--- config.mk ---
export PLATFORM = sky130hd
export DESIGN_NAME = ogru_ray
export DESIGN_NICKNAME = d
export VERILOG_FILES = /design/src/hw/rtl/ogru_pkg.sv /design/src/hw/rtl/ogru_ray.sv
export SDC_FILE = /design/constraint.sdc
export NUM_CORES = 1
export LEC_CHECK = 0
export ABC_CLOCK_PERIOD_IN_PS = 5440
export BUFFER_PORTS_ARGS = -buffer_cell sky130_fd_sc_hd__buf_2
export CAP_MARGIN = 20
export CORE_AREA = 2 2 91 93
export DETAILED_ROUTE_END_ITERATION = 10
export DIE_AREA = 0 0 93 95
export MAX_ROUTING_LAYER = met4
export PLACE_DENSITY = 0.81
export SYNTH_ARGS = -nofsm -noshare
export SYNTH_HDL_FRONTEND = slang
export SYNTH_SLANG_ARGS = --single-unit
--- constraint.sdc ---
create_clock -name clk_i -period 5.44 [get_ports clk_i]
set_input_delay 1.632 -clock clk_i [delete_from_list [all_inputs] [get_ports clk_i]]
set_output_delay 1.632 -clock clk_i [all_outputs]
set_load 0.03 [all_outputs]
--- src/hw/rtl/ogru_pkg.sv ---
// Shared constants, codes and types for the occupancy grid ray update block.
// Used by the top level and ogru_ray; depends on nothing.
package ogru_pkg;

  localparam int MAX_COLS = 128;
  localparam int MAX_ROWS = 64;
  localparam int DEPTH    = MAX_COLS * MAX_ROWS;

  localparam int COL_W   = $clog2(MAX_COLS);
  localparam int ROW_W   = $clog2(MAX_ROWS);
  localparam int GCOLS_W = COL_W + 1;
  localparam int GROWS_W = ROW_W + 1;
  localparam int ADDR_W  = $clog2(DEPTH);
  localparam int ERR_W   = ((COL_W > ROW_W) ? COL_W : ROW_W) + 3;

  localparam int HGT_W   = 16;
  localparam int STEPS_W = 8;
  localparam int CFG_A_W = 3;
  localparam int CFG_D_W = 16;

  localparam logic [1:0] CELL_UNKNOWN = 2'd0;
  localparam logic [1:0] CELL_FREE    = 2'd1;
  localparam logic [1:0] CELL_OCC     = 2'd2;

  localparam logic [1:0] OP_INSERT = 2'd0;
  localparam logic [1:0] OP_READ   = 2'd1;
  localparam logic [1:0] OP_CLEAR  = 2'd2;

  localparam logic [CFG_A_W-1:0] REG_GRID_COLS = 3'd0;
  localparam logic [CFG_A_W-1:0] REG_GRID_ROWS = 3'd1;
  localparam logic [CFG_A_W-1:0] REG_START_COL = 3'd2;
  localparam logic [CFG_A_W-1:0] REG_START_ROW = 3'd3;
  localparam logic [CFG_A_W-1:0] REG_BAND_LOW  = 3'd4;
  localparam logic [CFG_A_W-1:0] REG_BAND_HIGH = 3'd5;

  // control from the sequencer to the line stepper
  typedef struct packed {
    logic load;
    logic adv;
  } ray_ctl_t;

  function automatic logic [ADDR_W-1:0] cell_addr(input logic [COL_W-1:0] col,
                                                  input logic [ROW_W-1:0] row);
    cell_addr = ADDR_W'(row) * ADDR_W'(MAX_COLS) + ADDR_W'(col);
  endfunction

endpackage

--- src/hw/rtl/ogru_ray.sv ---
// Bresenham line stepper: holds the current cell and error term, one step per adv.
// Depends on ogru_pkg.
module ogru_ray import ogru_pkg::*; (
  input  logic             clk_i,
  input  logic             rst_ni,
  input  ray_ctl_t         ctl_i,
  input  logic [COL_W-1:0] sc_i,
  input  logic [ROW_W-1:0] sr_i,
  input  logic [COL_W-1:0] ec_i,
  input  logic [ROW_W-1:0] er_i,
  output logic [COL_W-1:0] cx_o,
  output logic [ROW_W-1:0] cy_o,
  output logic             at_end_o
);

  logic [COL_W-1:0]        cx_q, cx_d, dx_q, dx_d;
  logic [ROW_W-1:0]        cy_q, cy_d, dy_q, dy_d;
  logic signed [ERR_W-1:0] err_q, err_d, e2, dxs, dys;
  logic                    xneg_q, xneg_d, yneg_q, yneg_d;
  logic                    mv_x, mv_y;

  assign dxs  = $signed(ERR_W'(dx_q));
  assign dys  = $signed(ERR_W'(dy_q));
  assign e2   = err_q <<< 1;
  assign mv_x = e2 > -dys;
  assign mv_y = e2 < dxs;

  always_comb begin
    cx_d   = cx_q;
    cy_d   = cy_q;
    dx_d   = dx_q;
    dy_d   = dy_q;
    err_d  = err_q;
    xneg_d = xneg_q;
    yneg_d = yneg_q;
    if (ctl_i.load) begin
      cx_d   = sc_i;
      cy_d   = sr_i;
      xneg_d = !(sc_i < ec_i);
      yneg_d = !(sr_i < er_i);
      dx_d   = (ec_i > sc_i) ? ec_i - sc_i : sc_i - ec_i;
      dy_d   = (er_i > sr_i) ? er_i - sr_i : sr_i - er_i;
      err_d  = $signed(ERR_W'(dx_d)) - $signed(ERR_W'(dy_d));
    end else if (ctl_i.adv) begin
      err_d = err_q - (mv_x ? dys : '0) + (mv_y ? dxs : '0);
      if (mv_x) begin
        cx_d = xneg_q ? cx_q - 1'b1 : cx_q + 1'b1;
      end
      if (mv_y) begin
        cy_d = yneg_q ? cy_q - 1'b1 : cy_q + 1'b1;
      end
    end
  end

  always_ff @(posedge clk_i or negedge rst_ni) begin
    if (!rst_ni) begin
      cx_q   <= '0;
      cy_q   <= '0;
      dx_q   <= '0;
      dy_q   <= '0;
      err_q  <= '0;
      xneg_q <= 1'b0;
      yneg_q <= 1'b0;
    end else begin
      cx_q   <= cx_d;
      cy_q   <= cy_d;
      dx_q   <= dx_d;
      dy_q   <= dy_d;
      err_q  <= err_d;
      xneg_q <= xneg_d;
      yneg_q <= yneg_d;
    end
  end

  assign cx_o     = cx_q;
  assign cy_o     = cy_q;
  assign at_end_o = (cx_q == ec_i) && (cy_q == er_i);

endmodule

# Word-level counts from Yosys, hierarchy flattened
# Index checks and enable logic that the tools add are counted.
# W data, S select, Z words.
[classes]
mux = 14
add_sub_neg = 12
n_reduce_logical = 8
mul = 0
shift = 0
eq_ne = 2
div = 0
order_cmp = 6
n_bitwise = 0
[op_table]
columns = ["operator", "count"]
rows = [
  ["$mux W7", 6],
  ["$mux W6", 6],
  ["$mux W10", 2],
  ["$sub A7 B7 Y7", 2],
  ["$sub A6 B6 Y6", 2],
  ["$add A10 B7 Y10", 1],
  ["$gt A10 B10 Y1", 1],
  ["$lt A10 B8 Y1", 1],
  ["$neg A6 Y10", 1],
  ["$sub A10 B6 Y10", 1],
  ["$sub A7 B6 Y8", 1],
  ["$add A7 B1 Y7 const B", 1],
  ["$eq A7 B7 Y1", 1],
  ["$gt A7 B7 Y1", 1],
  ["$lt A7 B7 Y1", 1],
  ["$sub A7 B1 Y7 const B", 1],
  ["$add A6 B1 Y6 const B", 1],
  ["$eq A6 B6 Y1", 1],
  ["$gt A6 B6 Y1", 1],
  ["$lt A6 B6 Y1", 1],
  ["$reduce_bool A2 Y1", 3],
  ["$sub A6 B1 Y6 const B", 1],
  ["$reduce_and A2 Y1", 2],
  ["$logic_not A1 Y1", 2],
  ["$logic_and A1 B1 Y1", 1],
]
[word_totals]
inputBits = 30
n_memories = 0
ram_bits = 0
romBits = 0
regBits = 38
latchBits = 0

# Depth between registers and ports, before layout
[logic_depth]
ltp_word = 7
ltp_mapped = 20

# Worst setup path after synthesis
# No wires, ideal clock.
[synth_timing]
kind = "in2out"
startpoint = "in ec_i[6]"
endpoint = "out at_end_o"
path_buffers = 0
path_slack_ps = 656
required_ps = 3808
t_arrival_ps = 3152
path_stages = 4
cell_sequence = "xor2_1 -> nor4_1 -> nand4_1 -> nor4_1"
[synth_via]
elab_chain_cells = 2
[synth_rtl]
columns = ["element", "line_no", "rtl"]
rows = [
  ["from (decl)", "ogru_ray.sv:9", "input logic [COL_W-1:0] ec_i,"],
  ["$eq A7 B7 Y1", "ogru_ray.sv:77", "assign at_end_o = (cx_q == ec_i) && (cy_q == er_i);"],
  ["$logic_and A1 B1 Y1", "ogru_ray.sv:77", ""],
  ["to (decl)", "ogru_ray.sv:13", "output logic at_end_o"],
]
# No other way between the ends.

# Worst setup path after layout
[layout_timing]
startpoint = "reg dy_q[1]"
endpoint = "reg err_q[7]"
[layout_via]
elab_chain_cells = 7
[layout_rtl]
columns = ["element", "line_no", "rtl"]
rows = [
  ["from (decl)", "ogru_ray.sv:17", "logic [ROW_W-1:0] cy_q, cy_d, dy_q, dy_d;"],
  ["from (signal assigned)", "ogru_ray.sv:68", "dy_q <= dy_d;"],
  ["$neg A6 Y10", "ogru_ray.sv:25", "assign mv_x = e2 > -dys;"],
  ["$gt A10 B10 Y1", "ogru_ray.sv:25", ""],
  ["$mux W6 *", "ogru_ray.sv:45", "err_d = err_q - (mv_x ? dys : '0) + (mv_y ? dxs : '0);"],
  ["$sub A10 B6 Y10 *", "ogru_ray.sv:45", ""],
  ["$add A10 B7 Y10 *", "ogru_ray.sv:45", ""],
  ["$mux W10 *", "ogru_ray.sv:44", "end else if (ctl_i.adv) begin"],
  ["$mux W10 *", "ogru_ray.sv:36", "if (ctl_i.load) begin"],
  ["to (signal assigned)", "ogru_ray.sv:69", "err_q <= err_d;"],
  ["to (decl)", "ogru_ray.sv:18", "logic signed [ERR_W-1:0] err_q, err_d, e2, dxs, dys;"],
]
# Every way passes the cells marked *; elsewhere a longest branch is shown, timed or not. The select of a mux whose other input is x is not followed.
# A chain may end at the register's enable or synchronous reset.

==> out/results.ini <==
[place]
place.gp.congestion = 0.944
port_buffers = 43
place_hpwl_um = 9450
place_ws_ps = 411

[pwr]
vdd_drop_max_v = 0.000272
power.total_mw = 3.04
power_per_cell_area_nw_per_um2 = 600
leakage_nw = 2.53

[flow_run]
drv_cap = 0

[drt]
via_per_inst = 5.96
drt_wl_total_um = 11700
drtIter0Drc = 267
drt-wirelength-per-cell_um = 16.7
vias = 4174
drc = 0
dr.pass1.iters = 5
ant_nets = 0

[clock_network]
clk_latency_ps = 300
htreeDepth = 2
hold_buffers = 0
cts-root-buf = clkbuf_8
cts_resized = 0
cts_buffers = 5
cts.sinks = 37
cts_max_path_buffers = 2
post-cts-setup-buffers = 0
cts_tree = yes
cts.clk_slew.worst_paths_ps = 70

[timing]
rsz0062_at_grt = false
hold_violations = 0
timing.fmax_mhz = 208
setup_viol = 0
period_minus_slack_ps = 4810
layout_setup_ws_ps = 627
drv_slew = 0
tns_ps = 0
whs_ps = 562
finalCritPeriodShare_pct = 88.5
fin_skew_ps = 2.91
tightest_slew_ps = 882
maxSlewHeadroom_pct = 41.2

[floorplan]
core-area_um2 = 7930
fp-row-count = 33
ios = 44
initial_core_util_pct = 59.4
die_x_um = 93
die_y_um = 95
dieArea_um2 = 8840

[outcome]
outcome = completed

[min_path]
hp-class = reg -> reg
hold_depth = 1

[global_routing]
first_global_vias = 3898
grt_antenna_before_repair = 0
grt_max_degree = 40
grt_pass1_wl_um = 19000
track_usage_pct = 28.1
overflow = 0

[synth]
synth-edff-count = 0
synthCells = 559
yosysSeqAreaShare_pct = 19.7
synth_warnings = 0
synth_top_area_share_pct = 19.7
syn_avg_cell_area_um2 = 8.42
synth_top_area_cell = dfrtp_1
synth_fp_nets = 669
syn_area_um2 = 4710
ys_types = 64
synth_seq_cells = 37
yosys-top-cells-area = dfrtp_1, ha_1, inv_1, fa_1, xnor2_1
ys_async_sr_fraction_pct = 100
ys.flop_type = dfrtp_1

[cells_and_area]
seq_area_um2 = 926
nets = 704
synthToLayoutAreaGrowth_pct = 7.55
fill_cells = 709
n_antenna_cell = 0
multi_input_area_um2 = 3380
drive_above_1_share_pct = 11.6

[worst_setup_path]
r2r_cells = 17
end_kind = flop
arrival_ps = 4980
startpoint_type = flop
cp_max_fo = 5
critPathRequiredTime_ps = 5610
worst-setup-path-type = reg -> reg

-- worst paths after layout --
path,from,end,slack [ps]
worst min register to register,dx_q[3],dx_q[3],560
worst max register to register,dy_q[1],err_q[7],630
worst min-delay path,dx_q[3],dx_q[3],560
min in group asynchronous,rst_ni,dy_q[0],1450
worst max-delay path,dy_q[1],err_q[7],630
max in group asynchronous,rst_ni,err_q[7],3440
-- cell families (layout without fill, tap and decap cells) --
logic type | after synthesis | count (layout) | synth area share, %
AO/OA/AOI/OAI | 146 | 146 | 22.1
AND/OR/NAND/NOR | 139 | 139 | 14.6
buffers and inverters | 99 | 135 | 8.53
adder cells (fa/ha/maj) | 80 | 80 | 23.3
XOR/XNOR | 41 | 41 | 7.92
flip-flops | 37 | 37 | 19.7
multiplexers | 17 | 17 | 3.86
-- cell usage after synthesis (4+ instances only) --
library cell and instances:
a21o_1 11, nand2_1 40, and2_1 7, o21bai_1 5, clkbuf_1 10, inv_1 78
nor3_1 11, nor2b_1 8, ha_1 67, o21a_1 8, nor4_1 6, fa_1 13
mux2i_1 11, o31a_1 4, xor2_1 16, o31ai_1 4, dfrtp_1 37, buf_1 4
nand2b_1 5, o21ai_0 19, o211ai_1 8, a211oi_1 5, o221ai_1 7, a21oi_1 40
nor2_1 34, or3_1 4, mux2_2 5, xnor2_1 24, nand3_1 7, nand4_1 9
-- state kept, by name (all words and copies together) (netlist names) --
| register | count |
|---|---|
| dx_q | 7 |
| yneg_q | 1 |
| xneg_q | 1 |
| cx_o | 7 |
| dy_q | 6 |
| cy_o | 6 |
| err_q | 9 |
-- per-stage QoR --
| stage | util (%) | instance area, um^2 | std cells |
|---|---|---|---|
| after CTS | 63.8 | 5060 | 700 |
| after global routing | 63.8 | 5060 | 700 |
| after floorplan | - | 4710 | 559 |
| after detailed placement | 62.8 | 4980 | 692 |
| after global placement | 62.8 | 4980 | 692 |
| final | 63.8 | 5060 | 700 |
-- report_power, final --
part	switching, mW	total, mW	internal, mW
clock network	0.105	0.196	0.0913
logic	1.33	2.34	1.01
registers	0.128	0.503	0.375
total	1.56	3.04	1.47
-- cells in the final DEF (no fill, tap or decap), types with 8 or more instances in the layout --
master | synthesis | layout
inv_1 | 78 | 78
ha_1 | 67 | 67
buf_2 | 0 | 43
a21oi_1 | 40 | 40
nand2_1 | 40 | 40
dfrtp_1 | 37 | 37
nor2_1 | 34 | 34
xnor2_1 | 24 | 24
o21ai_0 | 19 | 19
xor2_1 | 16 | 16
fa_1 | 13 | 13
a21o_1 | 11 | 11
mux2i_1 | 11 | 11
nor3_1 | 11 | 11
nand4_1 | 9 | 9
nor2b_1 | 8 | 8
o21a_1 | 8 | 8
o211ai_1 | 8 | 8
-- critical path, cell delays in order (launching register included) --
cell,delay [ps]
dfrtp_1,420
nor3_1,330
nand2_1,160
xnor2_1,160
ha_1,300
nand2_1,70
o41a_1,460
o32ai_2,250
nor2_1,130
and2_1,210
fa_1,500
inv_1,40
ha_1,340
a211o_1,310
a2111oi_0,570
nor4_1,120
o21ai_1,210
o211ai_1,120
-- metal layers --
metal | vias to the layer above | track usage [%] | wire (um)
met5 | - | - | 0
met4 | 0 | 8.70 | 301
met3 | 21 | 1.84 | 573
met2 | 137 | 46.0 | 5590
met1 | 1992 | 37.6 | 5260
li1 | 2024 | - | -
-- layout make-up --
class | instances | area share, %
Tap cell | 105 | 2.60
Sequential cell | 37 | 18.3
Timing Repair Buffer | 47 | 4.85
Clock buffer | 8 | 1.58
Multi-Input combinational cell | 423 | 66.7
Inverter | 80 | 5.93
No activity file was read; power rests on OpenSTA's default activity.
